<file path="config.mk">
export PLATFORM = sky130hd
export DESIGN_NAME = md5_message_digest
export DESIGN_NICKNAME = d
export VERILOG_FILES = /design/src/rtl/md5_pkg.sv /design/src/rtl/md5_ram.sv /design/src/rtl/md5_message_digest.sv
export SDC_FILE = /design/constraint.sdc
export NUM_CORES = 2
export LEC_CHECK = 0
export CAP_MARGIN = 20
export CORE_MARGIN = 2
export CORE_UTILIZATION = 57
export CTS_CLUSTER_DIAMETER = 30
export CTS_CLUSTER_SIZE = 20
export DETAILED_ROUTE_END_ITERATION = 7
export DONT_BUFFER_PORTS = 1
export PLACE_DENSITY = 0.81
export SLEW_MARGIN = 25
export SYNTH_ARGS = -nofsm -noshare
export SYNTH_HDL_FRONTEND = slang
export SYNTH_HIERARCHICAL = 1
export SYNTH_SLANG_ARGS = --single-unit
</file>
<file path="constraint.sdc">
create_clock -name clk_i -period 14.2 [get_ports clk_i]
set_clock_uncertainty 0.1 [all_clocks]
set_input_delay 3.55 -clock clk_i [delete_from_list [all_inputs] [get_ports clk_i]]
set_output_delay 3.55 -clock clk_i [all_outputs]
set_load 0.01 [all_outputs]
</file>
<file path="src/rtl/md5_pkg.sv">
`timescale 1ns / 1ps
// ----------------------------------------------------------------------------
// md5_pkg
// Types, constants and round tables shared by the MD5 engine.
// ----------------------------------------------------------------------------
package md5_pkg;

  localparam int unsigned BufDepth = 16;
  localparam int unsigned BufAw    = 4;

  localparam logic [31:0] InitA = 32'h67452301;
  localparam logic [31:0] InitB = 32'hefcdab89;
  localparam logic [31:0] InitC = 32'h98badcfe;
  localparam logic [31:0] InitD = 32'h10325476;
  localparam logic [7:0]  PadByte = 8'h80;

  typedef enum logic [2:0] {
    ST_IDLE,
    ST_PAD,
    ST_LOAD,
    ST_ROUND,
    ST_FOLD,
    ST_OUT
  } state_e;

  function automatic logic [31:0] round_k(input logic [5:0] i);
    logic [31:0] k;
    case (i)
      6'd0:  k = 32'hd76aa478;  6'd1:  k = 32'he8c7b756;
      6'd2:  k = 32'h242070db;  6'd3:  k = 32'hc1bdceee;
      6'd4:  k = 32'hf57c0faf;  6'd5:  k = 32'h4787c62a;
      6'd6:  k = 32'ha8304613;  6'd7:  k = 32'hfd469501;
      6'd8:  k = 32'h698098d8;  6'd9:  k = 32'h8b44f7af;
      6'd10: k = 32'hffff5bb1;  6'd11: k = 32'h895cd7be;
      6'd12: k = 32'h6b901122;  6'd13: k = 32'hfd987193;
      6'd14: k = 32'ha679438e;  6'd15: k = 32'h49b40821;
      6'd16: k = 32'hf61e2562;  6'd17: k = 32'hc040b340;
      6'd18: k = 32'h265e5a51;  6'd19: k = 32'he9b6c7aa;
      6'd20: k = 32'hd62f105d;  6'd21: k = 32'h02441453;
      6'd22: k = 32'hd8a1e681;  6'd23: k = 32'he7d3fbc8;
      6'd24: k = 32'h21e1cde6;  6'd25: k = 32'hc33707d6;
      6'd26: k = 32'hf4d50d87;  6'd27: k = 32'h455a14ed;
      6'd28: k = 32'ha9e3e905;  6'd29: k = 32'hfcefa3f8;
      6'd30: k = 32'h676f02d9;  6'd31: k = 32'h8d2a4c8a;
      6'd32: k = 32'hfffa3942;  6'd33: k = 32'h8771f681;
      6'd34: k = 32'h6d9d6122;  6'd35: k = 32'hfde5380c;
      6'd36: k = 32'ha4beea44;  6'd37: k = 32'h4bdecfa9;
      6'd38: k = 32'hf6bb4b60;  6'd39: k = 32'hbebfbc70;
      6'd40: k = 32'h289b7ec6;  6'd41: k = 32'heaa127fa;
      6'd42: k = 32'hd4ef3085;  6'd43: k = 32'h04881d05;
      6'd44: k = 32'hd9d4d039;  6'd45: k = 32'he6db99e5;
      6'd46: k = 32'h1fa27cf8;  6'd47: k = 32'hc4ac5665;
      6'd48: k = 32'hf4292244;  6'd49: k = 32'h432aff97;
      6'd50: k = 32'hab9423a7;  6'd51: k = 32'hfc93a039;
      6'd52: k = 32'h655b59c3;  6'd53: k = 32'h8f0ccc92;
      6'd54: k = 32'hffeff47d;  6'd55: k = 32'h85845dd1;
      6'd56: k = 32'h6fa87e4f;  6'd57: k = 32'hfe2ce6e0;
      6'd58: k = 32'ha3014314;  6'd59: k = 32'h4e0811a1;
      6'd60: k = 32'hf7537e82;  6'd61: k = 32'hbd3af235;
      6'd62: k = 32'h2ad7d2bb;  default: k = 32'heb86d391;
    endcase
    return k;
  endfunction

  function automatic logic [4:0] round_s(input logic [5:0] i);
    logic [4:0] s;
    case ({i[5:4], i[1:0]})
      4'd0:  s = 5'd7;   4'd1:  s = 5'd12;  4'd2:  s = 5'd17;  4'd3:  s = 5'd22;
      4'd4:  s = 5'd5;   4'd5:  s = 5'd9;   4'd6:  s = 5'd14;  4'd7:  s = 5'd20;
      4'd8:  s = 5'd4;   4'd9:  s = 5'd11;  4'd10: s = 5'd16;  4'd11: s = 5'd23;
      4'd12: s = 5'd6;   4'd13: s = 5'd10;  4'd14: s = 5'd15;  default: s = 5'd21;
    endcase
    return s;
  endfunction

  // message word index used by round i
  function automatic logic [3:0] round_g(input logic [5:0] i);
    logic [3:0] g;
    case (i[5:4])
      2'd0:    g = i[3:0];
      2'd1:    g = 4'(5 * i[3:0] + 1);
      2'd2:    g = 4'(3 * i[3:0] + 5);
      default: g = 4'(7 * i[3:0]);
    endcase
    return g;
  endfunction

endpackage

</file>
<file path="src/rtl/md5_ram.sv">
`timescale 1ns / 1ps
// ----------------------------------------------------------------------------
// md5_ram
// Generic single-port RAM with registered read.
// ----------------------------------------------------------------------------
module md5_ram #(
  parameter int unsigned Width = 32,
  parameter int unsigned Depth = 16
) (
  input  logic                     clk_i,
  input  logic                     we_i,
  input  logic [$clog2(Depth)-1:0] addr_i,
  input  logic [Width-1:0]         wdata_i,
  output logic [Width-1:0]         rdata_o
);

  logic [Width-1:0] mem_q [Depth];

  always_ff @(posedge clk_i) begin
    if (we_i) begin
      mem_q[addr_i] <= wdata_i;
    end
    rdata_o <= mem_q[addr_i];
  end

endmodule

</file>
<file path="src/rtl/md5_message_digest.sv">
`timescale 1ns / 1ps
// ----------------------------------------------------------------------------
// md5_message_digest
// Streaming MD5 engine: bytes pack into a 16x32 word RAM; a full block runs
// 64 rounds, one per cycle, reading the message word from that RAM.
// A byte beat that closes a block holds the input through RAM read setup, the
// 64 rounds and the fold; the next byte is not taken until the fold is done.
// Last beat: n pad-word writes (n = 16 - word position), then the block, and
// a second padded block when padding spills over; four digest beats follow.
// Input stalls until they are taken.
// Reset: chaining words set to the MD5 initial values, counts cleared.
// ----------------------------------------------------------------------------
module md5_message_digest (
  input  logic        clk_i,
  input  logic        rst_ni,
  input  logic        in_valid_i,
  output logic        in_ready_o,
  input  logic [7:0]  message_byte_i,
  input  logic        has_byte_i,
  input  logic        last_item_i,
  output logic        out_valid_o,
  input  logic        out_ready_i,
  output logic [31:0] digest_word_o,
  output logic [1:0]  word_index_o,
  output logic        last_word_o
);

  md5_pkg::state_e state_q, state_d;

  logic [31:0] ca_q, cb_q, cc_q, cd_q;
  logic [31:0] a_q, b_q, c_q, d_q;
  logic [5:0]  fill_q, fill_d;
  logic [31:0] blocks_q, blocks_d;
  logic [23:0] part_q, part_d;
  logic [5:0]  rnd_q, rnd_d;
  logic [3:0]  padw_q, padw_d;
  logic        msg_end_q, msg_end_d;  // last beat taken, digest still due
  logic        len_blk_q, len_blk_d;  // block being padded carries the length
  logic        marked_q, marked_d;    // 0x80 already placed
  logic [1:0]  oidx_q, oidx_d;
  logic        chain_upd, chain_rst;
  logic [63:0] bits;

  logic                      ram_we;
  logic [md5_pkg::BufAw-1:0] ram_addr;
  logic [31:0]               ram_wdata, ram_rdata;

  md5_ram #(.Width(32), .Depth(md5_pkg::BufDepth)) u_buf (
    .clk_i   (clk_i),
    .we_i    (ram_we),
    .addr_i  (ram_addr),
    .wdata_i (ram_wdata),
    .rdata_o (ram_rdata)
  );

  logic        accept;
  logic [31:0] word_full, pad_word, f_val, sum, rot;
  logic [4:0]  sh;

  assign in_ready_o = (state_q == md5_pkg::ST_IDLE);
  assign accept     = in_valid_i && in_ready_o;
  assign bits       = {23'h0, blocks_q, fill_q, 3'b000};

  always_comb begin
    word_full = 32'h0;
    case (fill_q[1:0])
      2'd0:    word_full = {24'h0, message_byte_i};
      2'd1:    word_full = {16'h0, message_byte_i, part_q[7:0]};
      2'd2:    word_full = {8'h0, message_byte_i, part_q[15:0]};
      default: word_full = {message_byte_i, part_q};
    endcase
  end

  // padding word padw_q: 0x80 at fill, zeros after, length in words 14 and 15
  always_comb begin
    pad_word = 32'h0;
    if (!marked_q && padw_q == fill_q[5:2]) begin
      case (fill_q[1:0])
        2'd0:    pad_word = {24'h0, md5_pkg::PadByte};
        2'd1:    pad_word = {16'h0, md5_pkg::PadByte, part_q[7:0]};
        2'd2:    pad_word = {8'h0, md5_pkg::PadByte, part_q[15:0]};
        default: pad_word = {md5_pkg::PadByte, part_q};
      endcase
    end
    if (len_blk_q && padw_q == 4'd14) begin
      pad_word = bits[31:0];
    end else if (len_blk_q && padw_q == 4'd15) begin
      pad_word = bits[63:32];
    end
  end

  assign ram_wdata = (state_q == md5_pkg::ST_PAD) ? pad_word : word_full;

  always_comb begin
    case (rnd_q[5:4])
      2'd0:    f_val = d_q ^ (b_q & (c_q ^ d_q));
      2'd1:    f_val = c_q ^ (d_q & (b_q ^ c_q));
      2'd2:    f_val = b_q ^ c_q ^ d_q;
      default: f_val = c_q ^ (b_q | ~d_q);
    endcase
    sh  = md5_pkg::round_s(rnd_q);
    sum = a_q + f_val + md5_pkg::round_k(rnd_q) + ram_rdata;
    rot = (sum << sh) | (sum >> (6'd32 - {1'b0, sh}));
  end

  always_comb begin
    state_d = state_q;
    case (state_q)
      md5_pkg::ST_IDLE: begin
        if (accept) begin
          if (has_byte_i && fill_q == 6'd63) begin
            state_d = md5_pkg::ST_LOAD;
          end else if (last_item_i) begin
            state_d = md5_pkg::ST_PAD;
          end
        end
      end
      md5_pkg::ST_PAD: begin
        if (padw_q == 4'd15) begin
          state_d = md5_pkg::ST_LOAD;
        end
      end
      md5_pkg::ST_LOAD: begin
        state_d = md5_pkg::ST_ROUND;
      end
      md5_pkg::ST_ROUND: begin
        if (rnd_q == 6'd63) begin
          state_d = md5_pkg::ST_FOLD;
        end
      end
      md5_pkg::ST_FOLD: begin
        if (!msg_end_q) begin
          state_d = md5_pkg::ST_IDLE;
        end else if (!len_blk_q) begin
          state_d = md5_pkg::ST_PAD;
        end else begin
          state_d = md5_pkg::ST_OUT;
        end
      end
      md5_pkg::ST_OUT: begin
        if (out_ready_i && oidx_q == 2'd3) begin
          state_d = md5_pkg::ST_IDLE;
        end
      end
      default: state_d = md5_pkg::ST_IDLE;
    endcase
  end

  always_comb begin
    fill_d    = fill_q;
    blocks_d  = blocks_q;
    part_d    = part_q;
    rnd_d     = rnd_q;
    padw_d    = padw_q;
    msg_end_d = msg_end_q;
    len_blk_d = len_blk_q;
    marked_d  = marked_q;
    oidx_d    = oidx_q;
    chain_upd = 1'b0;
    chain_rst = 1'b0;
    ram_we    = 1'b0;
    ram_addr  = fill_q[5:2];
    case (state_q)
      md5_pkg::ST_IDLE: begin
        if (accept) begin
          if (has_byte_i) begin
            ram_we = (fill_q[1:0] == 2'd3);
            part_d = word_full[23:0];
            fill_d = fill_q + 6'd1;
          end
          msg_end_d = last_item_i;
          marked_d  = 1'b0;
          if (has_byte_i && fill_q == 6'd63) begin
            blocks_d  = blocks_q + 32'd1;
            len_blk_d = 1'b0;
          end else begin
            len_blk_d = (fill_d < 6'd56);
          end
          padw_d = fill_d[5:2];
        end
      end
      md5_pkg::ST_PAD: begin
        ram_we   = 1'b1;
        ram_addr = padw_q;
        padw_d   = padw_q + 4'd1;
        if (padw_q == fill_q[5:2]) begin
          marked_d = 1'b1;
        end
      end
      md5_pkg::ST_LOAD: begin
        ram_addr = md5_pkg::round_g(6'd0);
        rnd_d    = 6'd0;
      end
      md5_pkg::ST_ROUND: begin
        // word for round rnd_q was addressed last cycle
        ram_addr = md5_pkg::round_g(rnd_q + 6'd1);
        rnd_d    = rnd_q + 6'd1;
      end
      md5_pkg::ST_FOLD: begin
        chain_upd = 1'b1;
        padw_d    = 4'd0;
        len_blk_d = 1'b1;
        oidx_d    = 2'd0;
      end
      md5_pkg::ST_OUT: begin
        if (out_ready_i) begin
          oidx_d = oidx_q + 2'd1;
          if (oidx_q == 2'd3) begin
            chain_rst = 1'b1;
            fill_d    = 6'd0;
            blocks_d  = 32'd0;
            msg_end_d = 1'b0;
          end
        end
      end
      default: ram_we = 1'b0;
    endcase
  end

  assign out_valid_o   = (state_q == md5_pkg::ST_OUT);
  assign word_index_o  = oidx_q;
  assign last_word_o   = (oidx_q == 2'd3);
  always_comb begin
    case (oidx_q)
      2'd0:    digest_word_o = ca_q;
      2'd1:    digest_word_o = cb_q;
      2'd2:    digest_word_o = cc_q;
      default: digest_word_o = cd_q;
    endcase
  end

  always_ff @(posedge clk_i or negedge rst_ni) begin
    if (!rst_ni) begin
      state_q   <= md5_pkg::ST_IDLE;
      fill_q    <= 6'd0;
      blocks_q  <= 32'd0;
      rnd_q     <= 6'd0;
      padw_q    <= 4'd0;
      msg_end_q <= 1'b0;
      len_blk_q <= 1'b0;
      marked_q  <= 1'b0;
      oidx_q    <= 2'd0;
      ca_q <= md5_pkg::InitA; cb_q <= md5_pkg::InitB;
      cc_q <= md5_pkg::InitC; cd_q <= md5_pkg::InitD;
    end else begin
      state_q   <= state_d;
      fill_q    <= fill_d;
      blocks_q  <= blocks_d;
      rnd_q     <= rnd_d;
      padw_q    <= padw_d;
      msg_end_q <= msg_end_d;
      len_blk_q <= len_blk_d;
      marked_q  <= marked_d;
      oidx_q    <= oidx_d;
      if (chain_rst) begin
        ca_q <= md5_pkg::InitA; cb_q <= md5_pkg::InitB;
        cc_q <= md5_pkg::InitC; cd_q <= md5_pkg::InitD;
      end else if (chain_upd) begin
        ca_q <= ca_q + a_q; cb_q <= cb_q + b_q;
        cc_q <= cc_q + c_q; cd_q <= cd_q + d_q;
      end
    end
  end

  // working registers and byte assembly
  always_ff @(posedge clk_i) begin
    part_q <= part_d;
    if (state_q == md5_pkg::ST_ROUND) begin
      a_q <= d_q;
      d_q <= c_q;
      c_q <= b_q;
      b_q <= b_q + rot;
    end else begin
      a_q <= ca_q; b_q <= cb_q; c_q <= cc_q; d_q <= cd_q;
    end
  end

endmodule

</file>
Yosys cells after proc, flatten, opt, wreduce, memory -nomap -nowiden:

Memory sizes are Yosys's and may differ from the RTL's. A register that Yosys moved wholly into a read port is not among the register bits.
Index checks and enable logic that the tools add are counted.

* register bits: 336
* memory bits (writable): 512
* ROM bits: 2128
* input bits: 14
* output and inout port bits: 37
* memories: 3

Memories
* (name not given): words 64, width 32, read ports 1, clocked after memory_dff 0, write ports 0, RTL line md5_pkg.sv:28 `case (i)`
* u_buf.mem_q: words 16, width 32, read ports 1, clocked after memory_dff 1, write ports 1, RTL line md5_ram.sv:17 `logic [Width-1:0] mem_q [Depth];`
* (name not given): words 16, width 5, read ports 1, clocked after memory_dff 0, write ports 0, RTL line md5_pkg.sv:67 `case ({i[5:4], i[1:0]})`

* add/sub/neg operators: 16
* $mul: 3
* $lt $le $gt $ge: 1
* equality and inequality tests: 29
* shift-type cells: 2
* multiplexer cells: 67
* bitwise logic cells: 11
* reductions and logical operators: 27

Operators by type and width (count)
* $mux W32: 20
* $pmux W32 S3: 4
* $add A32 B32 Y32: 8
* $xor A32 B32 Y32: 6
* $and A32 B32 Y32: 2
* $or A32 B32 Y32: 2
* $pmux W32 S2: 1
* $mux W6: 6
* $pmux W4 S3: 3
* $add A32 B1 Y32 const B: 1
* $not A32 Y32: 1
* $shl A32 B5 Y32: 1
* $shr A32 B6 Y32: 1
* $mux W3: 8
* $pmux W6 S2: 2
* $pmux W3 S6: 1
* $mux W1: 15
* $add A6 B1 Y6 const B: 2
* $eq A2 B2 Y1 const B: 6
* $eq A6 B6 Y1 const B: 2
* $reduce_bool A2 Y1: 6
* $ne A2 B1 Y1 const B: 5
* $reduce_and A5 Y1: 2
* $add A4 B1 Y4 const B: 2
* other kinds (26): 49

Logic depth before layout (Yosys ltp):

* depth in word-level cells: 11
* depth in mapped cells: 40
* depth with buffers taken out: 38

Cells and area by module:

The synthesis kept the hierarchy.

By module, submodules not included
* md5_message_digest: instances 1, cells an instance 4416, area an instance 34063.9 um^2, seq. area each 7967.6 um^2
* md5_ram: instances 1, cells an instance 840, area an instance 19862.8 um^2, seq. area each 16015.4 um^2

Least setup slack after synthesis:

No wires, ideal clock.

* path kind: register to register
* start: register rnd_q[1]
* end: register b_q[31]
* library setup time: 0.122 ns
* arrival time: 8.541 ns
* data required time: 13.978 ns
* path slack: 5.437 ns
* cell stages (with the launch flop): 36
* cells stage by stage: dfrtp_1 -> clkbuf_1 -> clkinv_1 -> ha_1 -> clkbuf_1 -> nor2_1 -> o311ai_0 -> o21ai_0 -> a21oi_1 -> fa_1 -> inv_1 -> ha_1 -> inv_1 -> fa_1 -> nand2b_1 -> a21oi_2 -> o31ai_2 -> o211a_4 -> o41ai_4 -> xor2_2 -> a21o_1 -> o21bai_1 -> mux2i_2 -> mux2_2 -> a211o_1 -> ha_1 -> a211oi_1 -> o21ai_0 -> a31oi_1 -> a21oi_1 -> o31ai_1 -> o211ai_1 -> a311oi_1 -> xnor2_1 -> nor2_1 -> a221o_1

* word-level cells in the longest chain between the ends: 7

Ends and longest elaborated chain
* from (decl): RTL line md5_message_digest.sv:35 `logic [5:0] rnd_q, rnd_d;`
* from (signal assigned): RTL line md5_message_digest.sv:249 `rnd_q <= rnd_d;`
* $mem_v2 Z64 W32
* $add A32 B32 Y32 (2 in a row): RTL line md5_message_digest.sv:102 `sum = a_q + f_val + md5_pkg::round_k(rnd_q) + ram_rdata;`
* $shr A32 B6 Y32 / $shl A32 B5 Y32 (equally long branches): RTL line md5_message_digest.sv:103 `rot = (sum << sh) | (sum >> (6'd32 - {1'b0, sh}));`
* $or A32 B32 Y32 (*): RTL line md5_message_digest.sv:103
* $add A32 B32 Y32 (*): RTL line md5_message_digest.sv:272 `b_q <= b_q + rot;`
* $mux W32 (*): RTL line md5_message_digest.sv:268 `if (state_q == md5_pkg::ST_ROUND) begin`
* to (signal assigned): RTL line md5_message_digest.sv:272
* to (signal assigned): RTL line md5_message_digest.sv:274 `a_q <= ca_q; b_q <= cb_q; c_q <= cc_q; d_q <= cd_q;`
* to (decl): RTL line md5_message_digest.sv:31 `logic [31:0] a_q, b_q, c_q, d_q;`

Mark *: on every way between the ends. The rest lies on a longest branch, timed or not.
A chain may end at the register's enable or synchronous reset.

Worst setup path after layout:

* start: register rnd_q[0]
* end: register b_q[30]

The elaborated chain is that of the path after synthesis.

==> flow_summary.ini <==
[pwr]
intPower_mw = 4.98
swShare = 0.222
irDropWorstVdd_mv = 0.149
p_sw_mw = 1.42
p_comb_frac = 0.002
power.density_nw_per_um2 = 106
pwr-share-seq = 0.421
total_power_mw = 6.40
clkPwrFrac = 0.577
p_leak_nw = 22.4

[clocking]
worstSkewPairLatency_ns = 0.78
cts_tree = yes
cts_max_level = 4
cts.path.max_buffers = 3
cts_sinks = 880
ctsHoldBuffers = 0
clkTransAtPathRegs_ns = 0.05
ctsResizeCount = 0
cts_root_buf = clkbuf_16
post-cts-setup-buffers = 0
numCtsBuffers = 145

[worst_setup_path]
reg2reg_depth = 38
critical_path.startpoint = rnd_q[0]
rr_endpoint = b_q[30]
cpPeakStageDelay_ns = 0.89
slowest_stage = ha_1
cpMostUsedCell = a21oi_1
required_ns = 14.66
crit_fanout = 13
crit_end = b_q[30]
critPathKind = flip-flop to flip-flop
ff2ff_setup_slack_ns = 3.56
worstPathArrival_ns = 11.10
end_kind = flip-flop
r2r_start = rnd_q[0]
crit_path_start_kind = flip-flop

[synth]
ys_seq_area_frac = 0.445
async_flop_share = 0.209
synth_area_sq_um = 53900
synth-main-ff-cell = edfxtp_1
ys_ff_latch = 880
synth_area_per_cell_sq_um = 10.3
yosys_warnings = 6
synth_edf_count = 536
synth_top_area_frac = 0.298
synth_top_area_cell = edfxtp_1
yosys-top-cells-area = edfxtp_1 (30%), mux4_2 (6.3%), dfxtp_1 (5.9%)
synth.distinct_cells = 115
syn-num-nets = 5561
syn-instance-count = 5256

[placed_design]
dp_hpwl_mm = 122
place_congestion = 1.02
io_buffers = 0

[floorplan]
start_util = 0.576
std_cell_rows = 112
die-area_sq_um = 97100
die-width_um = 312
core_area_sq_um = 93600
num_io_pins = 51
dieHeight_um = 312

[cells_and_area]
fill_cells = 6931
num-nets-final = 5484
area_growth_pct = 11.9
final_common_cell = nand2_1
regArea_sq_um = 24000
layout_common_cells = nand2_1 (638), edfxtp_1 (536), o21ai_0 (422)
multi_input_area_sq_um = 28000
drive_above_1_share = 0.136

[run_status]
outcome = completed

[grt]
grt_pass1_vias = 44500
grt_usage = 0.390
grt_max_degree = 185
grt_overflow = 0
grt_pass1_wl_mm = 286
antenna_found_initial = 2

[detailed_routing]
wl_per_cell_um = 29.3
drt_wl_total_mm = 192
dr.pass1.iters = 7
initialDrtViolationCount = 7183
ant_nets = 0
routed_via_density = 7.02
vias = 46100
drcViolationCount = 0

[timing]
slew_viol_final = 0
fin_crit_sh = 0.749
max_freq_mhz = 94.0
maxSlewHeadroom = 0.280
hold_violations = 0
tightestPinTransition_ns = 1.08
period_needed_ns = 10.64
tns_ns = 0
rsz0062_at_grt = false
setup_violations = 0

[hold_path]
hold_path_class = flip-flop to flip-flop

[job]
max-cap-violations = 0
-- kinds of logic after synthesis --
| logic type | synth area share |
|---|---|
| AO/OA/AOI/OAI | 0.190 |
| XOR/XNOR | 0.0394 |
| adder cells (fa/ha/maj) | 0.0772 |
| buffers and inverters | 0.0417 |
| flip-flops | 0.445 |
| multiplexers | 0.0842 |
| AND/OR/NAND/NOR | 0.122 |
-- flip-flops by register name, summed over array words and instances (netlist names) --
register	cells
c_q	32
padw_q	4
rnd_q	6
b_q	32
cc_q	32
d_q	32
u_buf/mem_q	512
word_index_o	2
len_blk_q	1
msg_end_q	1
blocks_q	32
ca_q	32
marked_q	1
u_buf/rdata_o	32
cd_q	32
state_q	3
part_q	24
fill_q	6
cb_q	32
a_q	32
-- worst max-delay path: cells and delay by family, from the launching register on --
kind	cells	cell delay, ns
buffers and inverters	4	0.80
flip-flops	1	0.69
adder cells (fa/ha/maj)	6	2.69
AO/OA/AOI/OAI	20	4.62
XOR/XNOR	2	0.38
AND/OR/NAND/NOR	6	1.12
-- synthesized netlist by cell type (68+ instances only) --
cell,instances
xnor2_1,138
edfxtp_1,536
dfxtp_1,160
fa_1,68
a211oi_1,83
dfrtp_1,120
ha_1,223
mux2i_1,82
a22oi_1,79
o21ai_0,425
xor2_1,99
nand3_1,136
a21o_1,99
mux4_2,152
o211ai_1,74
nor3_1,93
clkbuf_1,224
nor2_1,311
nand2_1,639
a21oi_1,349
inv_1,235
-- per-layer routing --
| layer | part of all wire | vias to the layer above | global-route usage |
|---|---|---|---|
| li1 | - | 19500 | - |
| met1 | 0.36 | 22100 | 0.494 |
| met2 | 0.45 | 3623 | 0.604 |
| met3 | 0.12 | 826 | 0.0902 |
| met4 | 0.076 | 4 | 0.254 |
| met5 | 0.00014 | - | 0 |
-- power groups by stage --
stage / Combinational, mW / Clock, mW / Sequential [mW]
2_1_floorplan: 0.00508 / 0 / 2.75
3_3_place_gp: 0.00828 / 0 / 2.75
3_5_place_dp: 0.00904 / 0 / 2.75
4_1_cts: 0.00954 / 3.70 / 2.70
5_1_grt: 0.0108 / 3.81 / 2.70
6_report: 0.0105 / 3.70 / 2.70
-- per-stage QoR --
step | worst slack, ns | instances | area (sq um) | hold slack [ns] | util
5_1_grt | 3.03 | 6557 | 60300 | 0.395 | 0.645
3_5_place_dp | 3.85 | 6286 | 55200 | 0.375 | 0.589
2_1_floorplan | 5.44 | 5256 | 53900 | 0.347 | -
3_3_place_gp | 4.05 | 6284 | 55100 | 0.365 | 0.589
4_1_cts | 3.78 | 6557 | 60300 | 0.378 | 0.644
6_report | 3.56 | 6559 | 60300 | 0.375 | 0.645
-- how the worst min path moves through the flow --
stage	start	endpoint	cells past startpoint
3_3_place_gp	marked_q	marked_q	2
5_1_grt	cc_q[5]	c_q[5]	2
3_5_place_dp	d_q[10]	a_q[10]	2
6_report	cc_q[5]	c_q[5]	2
4_1_cts	cc_q[5]	c_q[5]	2
2_1_floorplan	d_q[0]	a_q[0]	2
-- cell type report --
type	instances	area share
antenna	2	0.0000829
clock buffer	168	0.0637
multi-input combinational	3817	0.464
tap	1254	0.0260
clock inverter	103	0.0216
inverter	243	0.0152
timing repair buffer	92	0.0122
sequential	880	0.398
Note: power is estimated with default switching activity, not from simulation.
